File: src/hw/rtl/tcw_pkg.sv
`default_nettype none
// ----------------------------------------------------------------------------
// tcw_pkg: shared types and constants for the text console writer
// Cell layout, item modes, datapath operations and control/status bundles.
// ----------------------------------------------------------------------------
package tcw_pkg;

	localparam int DEF_ROWS = 25;
	localparam int DEF_COLS = 80;

	localparam int MODE_W   = 2;
	localparam int CHAR_W   = 8;
	localparam int ATTR_W   = 8;
	localparam int IDX_W    = 11;
	localparam int OCOL_W   = 7;
	localparam int OROW_W   = 5;
	localparam int S_DATA_W = 24;
	localparam int M_DATA_W = 32;

	localparam logic [MODE_W-1:0] MODE_PUT   = 2'd0;
	localparam logic [MODE_W-1:0] MODE_CLEAR = 2'd1;
	localparam logic [MODE_W-1:0] MODE_READ  = 2'd2;

	localparam logic [CHAR_W-1:0] BLANK_CHAR   = 8'h20;
	localparam logic [CHAR_W-1:0] LINE_FEED    = 8'd10;
	localparam logic [CHAR_W-1:0] CARRIAGE_RET = 8'd13;
	localparam logic [ATTR_W-1:0] ATTR_RESET   = 8'd7;

	typedef enum logic [2:0] {
		ST_IDLE,
		ST_PUT,
		ST_READ,
		ST_COPY,
		ST_DRAIN,
		ST_BLANK,
		ST_FINISH
	} state_t;

	typedef enum logic [2:0] {
		OP_NONE,
		OP_LOAD,
		OP_PUT,
		OP_COPY,
		OP_BLANK,
		OP_OUT
	} dp_op_t;

	typedef struct packed {
		dp_op_t op;
	} cmd_t;

	typedef struct packed {
		logic put_scroll;
		logic copy_end;
		logic sweep_end;
		logic out_free;
	} stat_t;

endpackage
`default_nettype wire

File: src/hw/rtl/tcw_ctrl.sv
`default_nettype none
// ----------------------------------------------------------------------------
// tcw_ctrl: sequencer for the text console
// Takes one item at a time and walks the datapath through put, read,
// scroll copy, blank sweep and result hand-off.
// ----------------------------------------------------------------------------
module tcw_ctrl (
	input  wire logic                       clk,
	input  wire logic                       arst_n,
	input  wire logic                       s_tvalid,
	input  wire logic [tcw_pkg::MODE_W-1:0] in_mode,
	output logic                            s_tready,
	output tcw_pkg::cmd_t                   cmd,
	input  wire tcw_pkg::stat_t             status
);
	import tcw_pkg::*;

	state_t state_q;
	state_t state_nx;

	always_ff @(posedge clk or negedge arst_n) begin
		if (!arst_n) begin
			state_q <= ST_IDLE;
		end else begin
			state_q <= state_nx;
		end
	end

	always_comb begin
		state_nx = state_q;
		cmd.op   = OP_NONE;
		s_tready = (state_q == ST_IDLE);
		case (state_q)
			ST_IDLE: begin
				if (s_tvalid) begin
					cmd.op = OP_LOAD;
					case (in_mode)
						MODE_PUT:   state_nx = ST_PUT;
						MODE_CLEAR: state_nx = ST_BLANK;
						MODE_READ:  state_nx = ST_READ;
						default:    state_nx = ST_FINISH;
					endcase
				end
			end
			ST_PUT: begin
				cmd.op   = OP_PUT;
				state_nx = status.put_scroll ? ST_COPY : ST_FINISH;
			end
			ST_READ: begin
				state_nx = ST_FINISH;
			end
			ST_COPY: begin
				cmd.op = OP_COPY;
				if (status.copy_end) begin
					state_nx = ST_DRAIN;
				end
			end
			// last copied cell is still being written back
			ST_DRAIN: begin
				state_nx = ST_BLANK;
			end
			ST_BLANK: begin
				cmd.op = OP_BLANK;
				if (status.sweep_end) begin
					state_nx = ST_FINISH;
				end
			end
			ST_FINISH: begin
				if (status.out_free) begin
					cmd.op   = OP_OUT;
					state_nx = ST_IDLE;
				end
			end
			default: begin
				state_nx = ST_IDLE;
			end
		endcase
	end

`ifndef SYNTHESIS
	a_accept_leaves_idle: assert property (@(posedge clk) disable iff (!arst_n)
		s_tvalid && s_tready |=> state_q != ST_IDLE)
		else $error("tcw_ctrl: accepted beat did not start work");

	a_out_needs_slot: assert property (@(posedge clk) disable iff (!arst_n)
		cmd.op == OP_OUT |-> status.out_free)
		else $error("tcw_ctrl: result loaded over a pending beat");

	a_copy_then_drain: assert property (@(posedge clk) disable iff (!arst_n)
		cmd.op == OP_COPY |=> cmd.op == OP_COPY || state_q == ST_DRAIN)
		else $error("tcw_ctrl: scroll copy broken off");
`endif

endmodule
`default_nettype wire

File: config.mk
export PLATFORM = sky130hd
export DESIGN_NAME = tcw_ctrl
export DESIGN_NICKNAME = d
export VERILOG_FILES = /design/src/hw/rtl/tcw_pkg.sv /design/src/hw/rtl/tcw_ctrl.sv
export SDC_FILE = /design/constraint.sdc
export NUM_CORES = 1
export LEC_CHECK = 0
export BUFFER_PORTS_ARGS = -buffer_cell sky130_fd_sc_hd__buf_2
export CAP_MARGIN = 20
export CORE_AREA = 3 3 40 42
export DETAILED_ROUTE_END_ITERATION = 6
export DIE_AREA = 0 0 43 45
export PLACE_DENSITY = 0.42
export REMOVE_ABC_BUFFERS = 1
export SLEW_MARGIN = 20
export SYNTH_ARGS = -nofsm -noshare
export SYNTH_HDL_FRONTEND = slang
export SYNTH_SLANG_ARGS = --single-unit
File: constraint.sdc
create_clock -name clk -period 1.2 [get_ports clk]
set_input_delay 0.12 -clock clk [delete_from_list [all_inputs] [get_ports clk]]
set_output_delay 0.12 -clock clk [all_outputs]
set_load 0.05 [all_outputs]
# Word level (Yosys, flattened, before mapping)
# Cells that the tools add are included.
[word_totals] elab_cells=26 register_bits=3 in_bits=9
[classes] eq_ne=12 n_mux=10 reduce_logical=3
[ops] cell="3-bit one-hot mux with 7 select lines" count=1
[ops] cell="3-bit 2-to-1 mux" count=6
[ops] cell="3-bit one-hot mux with 5 select lines" count=1
[ops] cell="3-bit equality test (second input constant)" count=3
[ops] cell="3-bit one-hot mux with 3 select lines" count=1
[ops] cell="2-bit != test (second input constant)" count=4
[ops] cell="3-bit by 2-bit equality test with 1-bit output (second input constant)" count=2
[ops] cell="4-bit AND reduction" count=1
[ops] cell="3-bit by 1-bit equality test with 1-bit output (second input constant)" count=1
[ops] cell="3-bit logical NOT" count=1
[ops] cell="2-bit by 1-bit equality test with 1-bit output (second input constant)" count=1
[ops] cell="2-bit equality test (second input constant)" count=1
[ops] cell="2-bit logical NOT" count=1
[ops] cell="1-bit 2-to-1 mux" count=1

# Longest topological paths before layout
[logic_depth] word_depth=4 mapped_depth=4 depth_no_buf=3

# Least setup slack after synthesis
# Ideal clock, no wire load.
[synth_timing] path_type="register -> output" startpoint="reg state_q[0]" endpoint="out s_tready" slack_ps=-533 arrival_time_ps=1613 stages_incl_launch_ff=3 cell_sequence="dfrtp_1 -> buf_4 -> nor3_1"
[synth_via] elab_chain_len=1
[synth_rtl] element="start: declaration" line="tcw_ctrl.sv:18" rtl="state_t state_q;"
[synth_rtl] element="start signal: assignment" line="tcw_ctrl.sv:25" rtl="state_q <= state_nx;"
[synth_rtl] element="3-bit logical NOT" line="tcw_ctrl.sv:32" rtl="s_tready = (state_q == ST_IDLE);"
[synth_rtl] element="end: declaration" line="tcw_ctrl.sv:12" rtl="output logic s_tready,"
# Every way passes these cells.

==> impl_table.tex <==
\begin{tabular}{lr}
\hline
Metric & Value \\
\hline
\multicolumn{2}{l}{\textbf{Die}} \\
Effective utilization at floorplan & a little under a quarter \\
Vert. Die Dim & between 40 and 50 um \\
Die area & 1940 sq um \\
Horizontal die dimension & approximately 43 um \\
Area of the placeable core & approximately 1300 sq um \\
Number of primary I/O pins & 13 \\
Number of core rows & 13 \\
\multicolumn{2}{l}{\textbf{Worst setup path}} \\
CP Launch Type & register \\
CP required & approximately 1.1 ns \\
End of the worst register-to-register path & state\_q[0]\$\_DFFE\_PN0P\_ \\
Register-to-Register Path Depth & 4 \\
Critical path type & reg -> out \\
Crit path arrival time & roughly 1.3 ns \\
Reg-to-reg startpoint & state\_q[2]\$\_DFFE\_PN0P\_ \\
First element of the critical path & state\_q[1]\$\_DFFE\_PN0P\_ \\
CP endpoint kind & output pin \\
Reg-to-reg slack, setup & $\sim$0.060 ns \\
Crit path max fanout & 6 \\
Last element of the critical path & cmd[0] \\
\multicolumn{2}{l}{\textbf{Detailed routing}} \\
Vias after detailed routing & approximately 320 \\
Number of iterations in the first detailed-routing pass & 3 \\
Wire length per cell after detailed routing & 12.8 um \\
First DRT Iteration DRCs & 5 \\
Mean number of vias per cell & around 4.6 \\
Antenna-violating nets left & 0 \\
Number of DRC violations after detailed routing & 0 \\
Final WL & slightly below 900 um \\
\multicolumn{2}{l}{\textbf{Clock tree}} \\
Clock transition at the registers of the reported paths & approximately 0.04 ns \\
Clk Latency, worst-skew pair & around 0.23 ns \\
TritonCTS clock tree & built \\
Buffer levels on the longest clock path & 2 \\
Number of buffers created by CTS & 3 \\
Max H-tree Level & 1 \\
Root buf cell & sky130\_fd\_sc\_hd\_\_clkbuf\_4 \\
Clock Sinks & 3 \\
\multicolumn{2}{l}{\textbf{Pwr}} \\
Logic pwr share & 72.1\% \\
Switching power as a share of total power & 47.1\% \\
Power share of the clock group & 11.8\% \\
Power consumption & $\sim$0.0015 W \\
Pwr dens & $\sim$3000 nW/um\^{}2 \\
Int Pwr & slightly below 0.0008 W \\
Peak supply drop & around 0.75 mV \\
Sequential group share of total power & between 10\% and 20\% \\
Power spent charging and discharging nets & around 0.00069 W \\
Leakage & about 0.22 nW \\
\multicolumn{2}{l}{\textbf{Synth}} \\
Synthesized area divided by synthesized cell count & 9.19 sq um \\
Number of cells produced by synthesis & 32 \\
Mapped Area & 294 sq um \\
Distinct cell type count after synthesis & 25 \\
Synthesis-stage register bit count & 3 \\
Share of the yosys chip area belonging to registers & 25.5\% \\
Yosys synthesis warning count & 0 \\
\multicolumn{2}{l}{\textbf{Global route}} \\
Residual overflow from global routing & 0 \\
Largest net degree at the start of global routing & 11 \\
Aggregate global-route resource usage & $\sim$9.1\% \\
Global-route wire length before repair & 1280 um \\
Antenna violations before repair & 0 \\
Number of global-route vias before repair & between 300 and 400 \\
\multicolumn{2}{l}{\textbf{Finish}} \\
Fraction of layout instances using a drive strength above 1 & 60.4\% \\
Area taken by multi-input logic gates & a little over 200 sq um \\
Largest registers ranked by flip-flop count & state\_q x3 \\
Share of the core filled with cells & 37.3\% \\
Total of fill cells in the finished design & between 100 and 150 \\
Register area & between 70 and 80 sq um \\
Antenna cell count & 0 \\
Flip-flop count of the largest register after layout & 3 \\
Top register by number of flip-flops & state\_q \\
Non-filler cells in the finished layout & about 70 \\
Count of nets after finishing & 63 \\
Syn-to-layout area delta & 63.0\% \\
\multicolumn{2}{l}{\textbf{Timing}} \\
Final Cycle Share & 118\% \\
Clock period minus worst slack & 1.42 ns \\
Setup slack of the critical path after layout & -0.217 ns \\
Achievable clock frequency & slightly above 700 MHz \\
Number of setup violations in the final report & 4 \\
Number of max-slew violations in the final report & 0 \\
Transition time at the pin with the least slew margin & between 0.15 and 0.2 ns \\
Final sum of negative setup slack & -0.634 ns \\
Final hold viol count & 0 \\
Worst max-slew margin expressed relative to the limit & roughly nine tenths \\
Unrepaired setup endpoints after global routing & yes \\
Clock Skew & $\sim$0.0036 ns \\
\multicolumn{2}{l}{\textbf{Flow run}} \\
Max cap viols & 0 \\
\multicolumn{2}{l}{\textbf{Place}} \\
Gp weighted congestion & just under 0.8 \\
Inst Count DP & 60 \\
Setup Slack @ Placement & -0.146 ns \\
Port Buffers & 12 \\
HPWL Detailed & approximately 620 um \\
\multicolumn{2}{l}{\textbf{Worst hold path}} \\
Path category of the worst min-delay check & in -> async \\
\multicolumn{2}{l}{\textbf{Status}} \\
Run status & finished with violations \\
Violations in the final reports & setup timing \\
\hline
\end{tabular}
## cells in the mapped netlist
cell type / n / area [sq um]
sky130_fd_sc_hd__nand2_1: 1 / 3.75
sky130_fd_sc_hd__o2bb2ai_1: 1 / 8.76
sky130_fd_sc_hd__nand2b_1: 1 / 6.26
sky130_fd_sc_hd__nor2_1: 2 / 7.51
sky130_fd_sc_hd__o2bb2a_4: 1 / 20.0
sky130_fd_sc_hd__nand2_2: 1 / 6.26
sky130_fd_sc_hd__dfrtp_1: 3 / 75.1
sky130_fd_sc_hd__o22ai_2: 1 / 12.5
sky130_fd_sc_hd__a2bb2oi_1: 1 / 8.76
sky130_fd_sc_hd__nor3_1: 1 / 5.00
sky130_fd_sc_hd__nor2b_1: 1 / 6.26
sky130_fd_sc_hd__mux2_2: 1 / 11.3
sky130_fd_sc_hd__a21oi_1: 2 / 10.0
sky130_fd_sc_hd__o21bai_1: 1 / 7.51
sky130_fd_sc_hd__inv_2: 1 / 3.75
sky130_fd_sc_hd__and2b_1: 2 / 15.0
sky130_fd_sc_hd__a21boi_0: 1 / 7.51
sky130_fd_sc_hd__o22ai_1: 1 / 6.26
sky130_fd_sc_hd__a21o_1: 2 / 15.0
sky130_fd_sc_hd__a31oi_1: 1 / 6.26
sky130_fd_sc_hd__nor2_2: 1 / 6.26
sky130_fd_sc_hd__a22oi_1: 1 / 7.51
sky130_fd_sc_hd__buf_6: 2 / 22.5
sky130_fd_sc_hd__buf_4: 1 / 7.51
sky130_fd_sc_hd__a21boi_1: 1 / 7.51
## power groups by stage
stage                     clock (W)  sequential (W)  combinational [W]
final                      0.000173        0.000234            0.00105
after global routing       0.000187        0.000241            0.00111
after CTS                  0.000179        0.000232           0.000994
after detailed placement          0        0.000223           0.000827
after global placement            0        0.000221           0.000819
after floorplan                   0        0.000254           0.000544
## worst max-delay path: stages (launching register included)
cell and delay [ns]:
sky130_fd_sc_hd__dfrtp_2 0.45, sky130_fd_sc_hd__nor2_4 0.13, sky130_fd_sc_hd__o2bb2a_4 0.17, sky130_fd_sc_hd__o22ai_4 0.14
sky130_fd_sc_hd__buf_6 0.17
## layer usage
| metal | global-route usage [%] | vias up | wire (um) |
|---|---|---|---|
| li1 | - | 159 | - |
| met1 | 8.25 | 148 | 367 |
| met2 | 17.7 | 9 | 454 |
| met3 | 1.59 | 0 | 47 |
| met4 | 7.23 | 0 | 0 |
| met5 | 0 | - | 0 |
## cell families (layout without fill, tap and decap cells)
logic type | after synthesis | in the layout | share of synthesized area, %
buffers and inverters | 4 | 25 | 11.5
DFF | 3 | 3 | 25.5
AOI/OAI and AO/OA | 14 | 14 | 40.0
and+or+nand+nor | 10 | 10 | 19.2
muxes | 1 | 1 | 3.83
## final cells by class
| type | count | area share (%) |
|---|---|---|
| tap | 15 | 3.92 |
| inverter | 1 | 0.783 |
| timing repair buffer | 20 | 30.8 |
| multi-input combinational | 25 | 42.8 |
| clock buffer | 4 | 5.48 |
| sequential | 3 | 16.2 |
## worst min path at each step
stage                 from                endpoint  slack (ns)  cells past startpoint
CTS                 arst_n  state_q[2]$_DFFE_PN0P_        0.21                      2
finish              arst_n  state_q[2]$_DFFE_PN0P_        0.21                      2
detailed placement  arst_n  state_q[2]$_DFFE_PN0P_       -0.08                      1
floorplan           arst_n  state_q[0]$_DFFE_PN0P_       -0.18                      0
global route        arst_n  state_q[1]$_DFFE_PN0P_        0.20                      2
global placement    arst_n  state_q[2]$_DFFE_PN0P_       -0.08                      1
## what timing repair did
item                                    in CTS  in global routing
resized for setup                           13                  1
pin swaps                                    2                  1
setup buffers                                2                  1
hold endpoints to repair                     3                  0
endpoints found under the setup margin       4                  4
hold buffers                                 1                  0
## cells in the final DEF (no fill, tap or decap), drive strengths merged, types with 2 or more instances in the layout
cell type  Yosys  routed
clkbuf         0       4
nor2           3       3
nand2          2       2
dfrtp          3       3
buf            3      19
a21o           2       2
o22ai          2       2
and2b          2       2
a21oi          2       2
a21boi         2       2
## per-stage QoR
step,cell area [sq um],hold slack (ns)
2_1_floorplan,264,-0.176
3_3_place_gp,373,-0.0818
3_5_place_dp,373,-0.0797
4_1_cts,464,0.205
5_1_grt,479,0.204
6_report,479,0.211
No activity file was read; power rests on OpenSTA's default activity.
